`src/hw/rtl/sbs_pkg.sv`:
```
// Shared types and constants for the string byte sorter.
// Holds the input and result item structs and the queue entry format.
// No dependencies.
`timescale 1ns / 1ps

package sbs_pkg;

    // One input item: a character byte and the end-of-string flag.
    typedef struct packed {
        logic [7:0] char_in;
        logic       last_in;
    } sbs_in_t;

    // One result item: a sorted byte with its end and truncation flags.
    typedef struct packed {
        logic [7:0] char_out;
        logic       last_out;
        logic       truncated;
    } sbs_out_t;

    // Classified item as it travels from the front end to the sort engine.
    typedef struct packed {
        logic [7:0] data;
        logic       last;
        logic       keep;
    } sbs_entry_t;

    // Depth of the queue between front end and sort engine.
    localparam int QUEUE_DEPTH = 4;
    localparam int QUEUE_AW    = $clog2(QUEUE_DEPTH);
    localparam int QUEUE_CW    = $clog2(QUEUE_DEPTH + 1);

endpackage

```
`src/hw/rtl/sbs_front.sv`:
```
// Front end of the string byte sorter: accepts input items and marks each
// byte as kept or dropped against the string capacity. Depends on sbs_pkg.
`timescale 1ns / 1ps

module sbs_front
    import sbs_pkg::*;
#(
    parameter int MAX_LEN = 32
) (
    input  logic       clk,
    input  logic       rst_n,
    input  logic       in_valid,
    output logic       in_ready,
    input  sbs_in_t    in_data,
    output logic       push_valid,
    input  logic       push_ready,
    output sbs_entry_t push_data
);

    localparam int CW = $clog2(MAX_LEN + 1);

    logic [CW-1:0] count_reg;
    logic [CW-1:0] count_next;
    logic          keep;
    logic          accept;

    // The front end passes items straight into the queue.
    assign in_ready   = push_ready;
    assign push_valid = in_valid;
    assign accept     = in_valid && push_ready;
    assign keep       = count_reg < CW'(MAX_LEN);

    assign push_data.data = in_data.char_in;
    assign push_data.last = in_data.last_in;
    assign push_data.keep = keep;

    // Count stored bytes of the current string; restart after the last one.
    always_comb
    begin
        count_next = count_reg;
        if (accept)
        begin
            if (in_data.last_in)
            begin
                count_next = '0;
            end
            else if (keep)
            begin
                count_next = count_reg + CW'(1);
            end
        end
    end

    always_ff @(posedge clk or negedge rst_n)
    begin
        if (!rst_n)
        begin
            count_reg <= '0;
        end
        else
        begin
            count_reg <= count_next;
        end
    end

endmodule

```
`src/hw/rtl/sbs_queue.sv`:
```
// Small FIFO between the front end and the sort engine of the string byte
// sorter. Depends on sbs_pkg for the entry type and depth.
`timescale 1ns / 1ps

module sbs_queue
    import sbs_pkg::*;
(
    input  logic       clk,
    input  logic       rst_n,
    input  logic       push_valid,
    output logic       push_ready,
    input  sbs_entry_t push_data,
    output logic       pop_valid,
    input  logic       pop_ready,
    output sbs_entry_t pop_data
);

    sbs_entry_t          mem [QUEUE_DEPTH];
    logic [QUEUE_AW-1:0] wr_ptr_reg;
    logic [QUEUE_AW-1:0] rd_ptr_reg;
    logic [QUEUE_CW-1:0] count_reg;
    logic                push;
    logic                pop;

    assign push_ready = count_reg != QUEUE_CW'(QUEUE_DEPTH);
    assign pop_valid  = count_reg != '0;
    assign pop_data   = mem[rd_ptr_reg];
    assign push       = push_valid && push_ready;
    assign pop        = pop_valid && pop_ready;

    // Entry storage.
    always_ff @(posedge clk)
    begin
        if (push)
        begin
            mem[wr_ptr_reg] <= push_data;
        end
    end

    // Pointers and occupancy.
    always_ff @(posedge clk or negedge rst_n)
    begin
        if (!rst_n)
        begin
            wr_ptr_reg <= '0;
            rd_ptr_reg <= '0;
            count_reg  <= '0;
        end
        else
        begin
            if (push)
            begin
                wr_ptr_reg <= (wr_ptr_reg == QUEUE_AW'(QUEUE_DEPTH - 1)) ?
                              '0 : wr_ptr_reg + QUEUE_AW'(1);
            end
            if (pop)
            begin
                rd_ptr_reg <= (rd_ptr_reg == QUEUE_AW'(QUEUE_DEPTH - 1)) ?
                              '0 : rd_ptr_reg + QUEUE_AW'(1);
            end
            if (push && !pop)
            begin
                count_reg <= count_reg + QUEUE_CW'(1);
            end
            else if (pop && !push)
            begin
                count_reg <= count_reg - QUEUE_CW'(1);
            end
        end
    end

    // Occupancy grows by one on a lone push.
    a_count_up: assert property (@(posedge clk) disable iff (!rst_n)
        (push && !pop) |=> count_reg == $past(count_reg) + QUEUE_CW'(1))
        else $error("queue count did not grow on push");

    // Occupancy shrinks by one on a lone pop.
    a_count_down: assert property (@(posedge clk) disable iff (!rst_n)
        (pop && !push) |=> count_reg == $past(count_reg) - QUEUE_CW'(1))
        else $error("queue count did not shrink on pop");

    // The head entry holds while it waits to be taken.
    a_head_hold: assert property (@(posedge clk) disable iff (!rst_n)
        (pop_valid && !pop_ready) |=> pop_valid && $stable(pop_data))
        else $error("queue head changed before it was taken");

endmodule

```
`src/hw/rtl/sbs_back.sv`:
```
// Sort engine of the string byte sorter: an insertion cell chain that keeps
// the bytes of one string in order and then shifts them out through an
// output register. Depends on sbs_pkg.
`timescale 1ns / 1ps

module sbs_back
    import sbs_pkg::*;
#(
    parameter int MAX_LEN = 32
) (
    input  logic       clk,
    input  logic       rst_n,
    input  logic       pop_valid,
    output logic       pop_ready,
    input  sbs_entry_t pop_data,
    output logic       out_valid,
    input  logic       out_ready,
    output sbs_out_t   out_data
);

    typedef enum logic {
        ST_FILL,
        ST_DRAIN
    } state_t;

    state_t             state_reg;
    state_t             state_next;
    logic               ovf_reg;
    logic               ovf_next;
    logic               out_valid_reg;
    logic               out_valid_next;
    sbs_out_t           out_data_reg;
    sbs_out_t           out_data_next;

    logic [7:0]         cell_val_reg   [MAX_LEN];
    logic [MAX_LEN-1:0] cell_valid_reg;
    logic [7:0]         ins_val        [MAX_LEN];
    logic [MAX_LEN-1:0] ins_valid;
    logic [MAX_LEN-1:0] le;

    logic               pop;
    logic               insert;
    logic               load;
    logic               final_byte;

    assign pop_ready  = state_reg == ST_FILL;
    assign pop        = pop_valid && pop_ready;
    assign insert     = pop && pop_data.keep;
    assign load       = (state_reg == ST_DRAIN) && (!out_valid_reg || out_ready);
    assign final_byte = !cell_valid_reg[1];

    assign out_valid = out_valid_reg;
    assign out_data  = out_data_reg;

    // Each cell compares its byte with the incoming one; the chain stays
    // sorted ascending, so the cells at or below the new byte form a prefix.
    always_comb
    begin
        for (int i = 0; i < MAX_LEN; i++)
        begin
            le[i] = cell_valid_reg[i] && (cell_val_reg[i] <= pop_data.data);
        end
        ins_val[0]   = le[0] ? cell_val_reg[0] : pop_data.data;
        ins_valid[0] = 1'b1;
        for (int i = 1; i < MAX_LEN; i++)
        begin
            ins_val[i]   = le[i]   ? cell_val_reg[i]   :
                           le[i-1] ? pop_data.data     : cell_val_reg[i-1];
            ins_valid[i] = cell_valid_reg[i] || cell_valid_reg[i-1];
        end
    end

    // Cell chain: insert while filling, shift toward cell 0 while draining.
    always_ff @(posedge clk)
    begin
        if (insert)
        begin
            for (int i = 0; i < MAX_LEN; i++)
            begin
                cell_val_reg[i] <= ins_val[i];
            end
        end
        else if (load)
        begin
            for (int i = 0; i < MAX_LEN - 1; i++)
            begin
                cell_val_reg[i] <= cell_val_reg[i+1];
            end
        end
    end

    always_ff @(posedge clk or negedge rst_n)
    begin
        if (!rst_n)
        begin
            cell_valid_reg <= '0;
        end
        else if (insert)
        begin
            cell_valid_reg <= ins_valid;
        end
        else if (load)
        begin
            cell_valid_reg <= {1'b0, cell_valid_reg[MAX_LEN-1:1]};
        end
    end

    // Control: take items until the last one, then emit the sorted string.
    always_comb
    begin
        state_next     = state_reg;
        ovf_next       = ovf_reg;
        out_valid_next = out_valid_reg;
        out_data_next  = out_data_reg;
        if (out_valid_reg && out_ready)
        begin
            out_valid_next = 1'b0;
        end
        unique case (state_reg)
            ST_FILL:
            begin
                if (pop)
                begin
                    if (!pop_data.keep)
                    begin
                        ovf_next = 1'b1;
                    end
                    if (pop_data.last)
                    begin
                        state_next = ST_DRAIN;
                    end
                end
            end
            ST_DRAIN:
            begin
                if (load)
                begin
                    out_valid_next          = 1'b1;
                    out_data_next.char_out  = cell_val_reg[0];
                    out_data_next.last_out  = final_byte;
                    out_data_next.truncated = final_byte && ovf_reg;
                    if (final_byte)
                    begin
                        state_next = ST_FILL;
                        ovf_next   = 1'b0;
                    end
                end
            end
            default:
            begin
                state_next = ST_FILL;
            end
        endcase
    end

    always_ff @(posedge clk or negedge rst_n)
    begin
        if (!rst_n)
        begin
            state_reg     <= ST_FILL;
            ovf_reg       <= 1'b0;
            out_valid_reg <= 1'b0;
            out_data_reg  <= '0;
        end
        else
        begin
            state_reg     <= state_next;
            ovf_reg       <= ovf_next;
            out_valid_reg <= out_valid_next;
            out_data_reg  <= out_data_next;
        end
    end

    // While draining there is always a byte left in the chain.
    a_drain_nonempty: assert property (@(posedge clk) disable iff (!rst_n)
        (state_reg == ST_DRAIN) |-> cell_valid_reg[0])
        else $error("drain with an empty cell chain");

    // A kept byte never arrives when the chain is full.
    a_no_overflow: assert property (@(posedge clk) disable iff (!rst_n)
        insert |-> !cell_valid_reg[MAX_LEN-1])
        else $error("insert into a full cell chain");

    // After the final byte is loaded the chain is empty.
    a_empty_after_last: assert property (@(posedge clk) disable iff (!rst_n)
        (load && final_byte) |=> !cell_valid_reg[0])
        else $error("cell chain not empty after final byte");

endmodule

```
`src/hw/rtl/string_byte_sorter.sv`:
```
// Top level of the string byte sorter: front end, queue and sort engine.
// Depends on sbs_pkg, sbs_front, sbs_queue and sbs_back.
`timescale 1ns / 1ps

// The sorter takes a string one byte per item, with last_in on the final
// byte, and returns the same bytes in ascending unsigned order, last_out on
// the final one and truncated set there if more than MAX_LEN bytes came in
// (the extra bytes are dropped). Input items are accepted one per cycle
// while the queue has room; each byte is inserted into its sorted place in
// a chain of MAX_LEN compare cells. After the last byte, a string of n
// stored bytes leaves through the output register at one item per cycle
// while out_ready allows, as the chain shifts toward its head. A four-item
// queue sits between the front end and the cell chain, so bytes of the next
// string are taken while the previous one drains, until that queue is full.

module string_byte_sorter
    import sbs_pkg::*;
#(
    parameter int MAX_LEN = 32
) (
    input  logic     clk,
    input  logic     rst_n,
    input  logic     in_valid,
    output logic     in_ready,
    input  sbs_in_t  in_data,
    output logic     out_valid,
    input  logic     out_ready,
    output sbs_out_t out_data
);

    logic       push_valid;
    logic       push_ready;
    sbs_entry_t push_data;
    logic       pop_valid;
    logic       pop_ready;
    sbs_entry_t pop_data;

    // Classify each byte against the capacity.
    sbs_front #(
        .MAX_LEN (MAX_LEN)
    ) u_front (
        .clk        (clk),
        .rst_n      (rst_n),
        .in_valid   (in_valid),
        .in_ready   (in_ready),
        .in_data    (in_data),
        .push_valid (push_valid),
        .push_ready (push_ready),
        .push_data  (push_data)
    );

    // Decouple the front end from the sort engine.
    sbs_queue u_queue (
        .clk        (clk),
        .rst_n      (rst_n),
        .push_valid (push_valid),
        .push_ready (push_ready),
        .push_data  (push_data),
        .pop_valid  (pop_valid),
        .pop_ready  (pop_ready),
        .pop_data   (pop_data)
    );

    // Sort and emit.
    sbs_back #(
        .MAX_LEN (MAX_LEN)
    ) u_back (
        .clk       (clk),
        .rst_n     (rst_n),
        .pop_valid (pop_valid),
        .pop_ready (pop_ready),
        .pop_data  (pop_data),
        .out_valid (out_valid),
        .out_ready (out_ready),
        .out_data  (out_data)
    );

endmodule
```
`config.mk`:
```
export PLATFORM = sky130hd
export DESIGN_NAME = string_byte_sorter
export DESIGN_NICKNAME = d
export VERILOG_FILES = /design/src/hw/rtl/sbs_pkg.sv /design/src/hw/rtl/sbs_front.sv /design/src/hw/rtl/sbs_queue.sv /design/src/hw/rtl/sbs_back.sv /design/src/hw/rtl/string_byte_sorter.sv
export SDC_FILE = /design/constraint.sdc
export NUM_CORES = 1
export LEC_CHECK = 0
export ABC_CLOCK_PERIOD_IN_PS = 5100
export BUFFER_PORTS_ARGS = -buffer_cell sky130_fd_sc_hd__buf_4
export CAP_MARGIN = 20
export CORE_AREA = 8 8 213 215
export CTS_CLUSTER_SIZE = 25
export DETAILED_ROUTE_END_ITERATION = 10
export DIE_AREA = 0 0 221 223
export PLACE_DENSITY = 0.7
export SLEW_MARGIN = 0
export SYNTH_ARGS = -nofsm -noshare
export SYNTH_HDL_FRONTEND = slang
export SYNTH_HIERARCHICAL = 1
export SYNTH_SLANG_ARGS = --single-unit
export TNS_END_PERCENT = 5
```
`constraint.sdc`:
```
create_clock -name clk -period 5.1 [get_ports clk]
set_input_delay 1.02 -clock clk [delete_from_list [all_inputs] [get_ports clk]]
set_output_delay 1.02 -clock clk [all_outputs]
set_load 0.01 [all_outputs]
```
==> reports/qor.txt <==
Worst path arrival time - 4.44 ns
Register area share after synthesis - 45.20%
Critical Path End Type - register
Quantity of I/O buffers inserted on ports - 24
Setup Viol. Count Final - 0
RSZ-0062 raised after global routing - false
Reg-to-reg slack, setup - 0.85 ns
CTS Root Cell - clkbuf_16
Post-DP HPWL - 40980 um
Max-cap violations - 0
Ys Warns - 6
Fmax - 0.2354 GHz
Vias per cell - 6.424
Site Rows - 76
Critical setup path kind - reg -> reg
Synth async-reset ratio - 16.38%
CTS buffer count - 40
Clk_lat worst skew - 0.59 ns
Die area - 49280 um^2
Syn avg cell area - 10.63 um^2
Hold Buf Count CTS - 0
Worst-path fanout max - 23
Largest net degree at the start of global routing - 197
Fin crit period - 4.248 ns
Mapped cell area - 22880 um^2
Hold Path Origin - u_back/out_data[6]
Core Area - 42320 um^2
Synthesized flop and latch total - 354
Initial antenna violation count - 0
Most numerous cell in the Yosys netlist - a21oi_1
Die span in x - 221 um
Slowest cell on the critical path - o21ai_0
Syn Nets - 2430
Post-synth cell types - 55
Area growth syn-to-layout - 8.389%
# H-tree levels - 2
I/O pin cnt - 25
GR Overflow Total - 0
Sink Count - 354
Worst path required time - 5.29 ns
Utilization after layout - 58.60%
Final hold violation count - 0
Primary FF master, synth - edfxtp_1
Slew HR - 27.75%
Vias in the first global route - 17680
Initial core utilization - 54.07%
Worst R2R Start - u_queue/rd_ptr_reg[0]
Routed Antenna Nets - 0
Depth of the worst register-to-register path - 9
CP Launch Type - register
Diodes inserted - 0
Area contributors post-synth - edfxtp_1 39%, ha_1 14%, mux2i_1 11%, a21oi_1 8.4%, dfrtp_1 6.3%
Initial drt markers - 1653
CP cell instances - mux4_2, clkinv_1, buf_12, ha_1, nand4_1, a21oi_1, o41ai_2, buf_4, o21ai_0
Largest register FFs - 256
Nets - 2409
Die height - 223 um
# Post-CTS Setup Buffers - 0
Setup TNS Final - 0 ns
Post-cts sizing count - 0
EDFF count, synth - 296
DRC - 0
Placed cells - 2636
Via count - 17410
Drt pass-1 iters - 6
Final hold slack - 0.4839 ns
Synth top cells by count - 384 x a21oi_1, 296 x edfxtp_1, 279 x nor2_1
Layout cells sized above 1 - 8.179%
CTS max path bufs - 3
Max incr delay on CP - 0.85 ns
Pins Over Slew Limit - 0
Worst slew pin tran - 1.072 ns
Yosys top cell by area - edfxtp_1
Final Cycle Share - 83.29%
WL per Instance - 23.02 um
CTS tree - done
Worst hold stages - 2
Drt total wl - 62390 um
Status - completed
All-Layer GR Usage - 24.79%
FF-to-FF End - u_back/cell_val_reg[0][28]
Worst min path class - reg -> reg
Worst Skew - 0.02741 ns
Placer Congestion - 0.8502
Post-synth top area share - 38.85%
Final Non-Filler Cells - 2710
Cells after Synth - 2153
WHS Endpoint - u_back/out_data[6]
Global-route wire length before repair - 97560 um
Clock-pin slew on the worst setup and hold paths - 0.06 ns
kinds of logic (layout without fill, tap and decap cells):
group / Yosys count / in the layout / synth area share (%)
buf+inv: 220 / 231 / 4.572
fa+ha+maj: 264 / 264 / 14.47
xor+xnor: 3 / 3 / 0.1149
compound gates: 542 / 542 / 13.40
flops: 354 / 354 / 45.20
simple gates: 505 / 505 / 10.00
mux: 265 / 265 / 12.25
area by class of cell:
type	instances	area (um^2)
clock inverter	11	106.4
inverter	78	292.8
multi-input combinational	1579	11510
sequential	354	10340
fill	3485	17520
tap	546	683.2
timing repair buffer	79	693.2
clock buffer	63	1169
per-layer routing:
metal	track usage, %	wire, um	up-vias
li1	-	-	8000
met1	30.33	25160	8548
met2	42.25	30160	659
met3	4.911	4531	201
met4	10.91	2532	0
met5	0	0	-
stage by stage:
stage / instance area (um^2) / setup WS (ns)
after detailed placement: 23520 / 0.8929
final: 24800 / 0.8522
after global placement: 23520 / 0.9914
after CTS: 24800 / 0.8143
after global routing: 24800 / 0.5083
after floorplan: 22880 / 1.326
worst max-delay path, delay by kind of cell, from the launching register on:
kind	cells	cell delay [ns]
AO/OA/AOI/OAI	3	1.11
buffers and inverters	3	1.08
flip-flops	1	0.81
multiplexers	1	0.37
adder cells (fa/ha/maj)	1	0.35
AND/OR/NAND/NOR	1	0.10
placed cells by master (no fill, tap or decap), drive strengths merged, types with 2 or more instances in the layout:
master  netlist  layout
o211ai       30      30
a21o         29      29
ha          263     263
nor3         28      28
and3          7       7
dfrtp        58      58
or4           2       2
nand2b        4       4
clkbuf       51      63
and2          3       3
xor2          2       2
o41ai         2       2
or3           3       3
mux2         13      13
inv          78      76
nand2        46      46
mux4         10      10
a22oi         8       8
nand4        63      63
edfxtp      296     296
a21oi       384     384
o21ai        27      27
a211oi       51      51
clkinv        0      12
nand3        35      35
nor2b        33      33
buf          91      79
nor2        279     279
a31oi         2       2
mux2i       242     242
worst max path at each step:
stage	slack, ns	cells after the start	end	from
floorplan	1.33	10	u_back/cell_val_reg[0][24]	u_queue/rd_ptr_reg[0]
global placement	0.99	9	u_back/cell_val_reg[0][245]	u_queue/rd_ptr_reg[0]
detailed placement	0.89	9	u_back/cell_val_reg[0][30]	u_queue/rd_ptr_reg[0]
CTS	0.81	9	u_back/cell_val_reg[0][30]	u_queue/rd_ptr_reg[0]
global route	0.51	10	u_back/cell_val_reg[0][73]	u_queue/rd_ptr_reg[0]
finish	0.85	9	u_back/cell_val_reg[0][28]	u_queue/rd_ptr_reg[0]
Power is left out: the tool's default activity adds up to more than one toggle a clock period on the data nets, which glitch-free logic cannot reach.
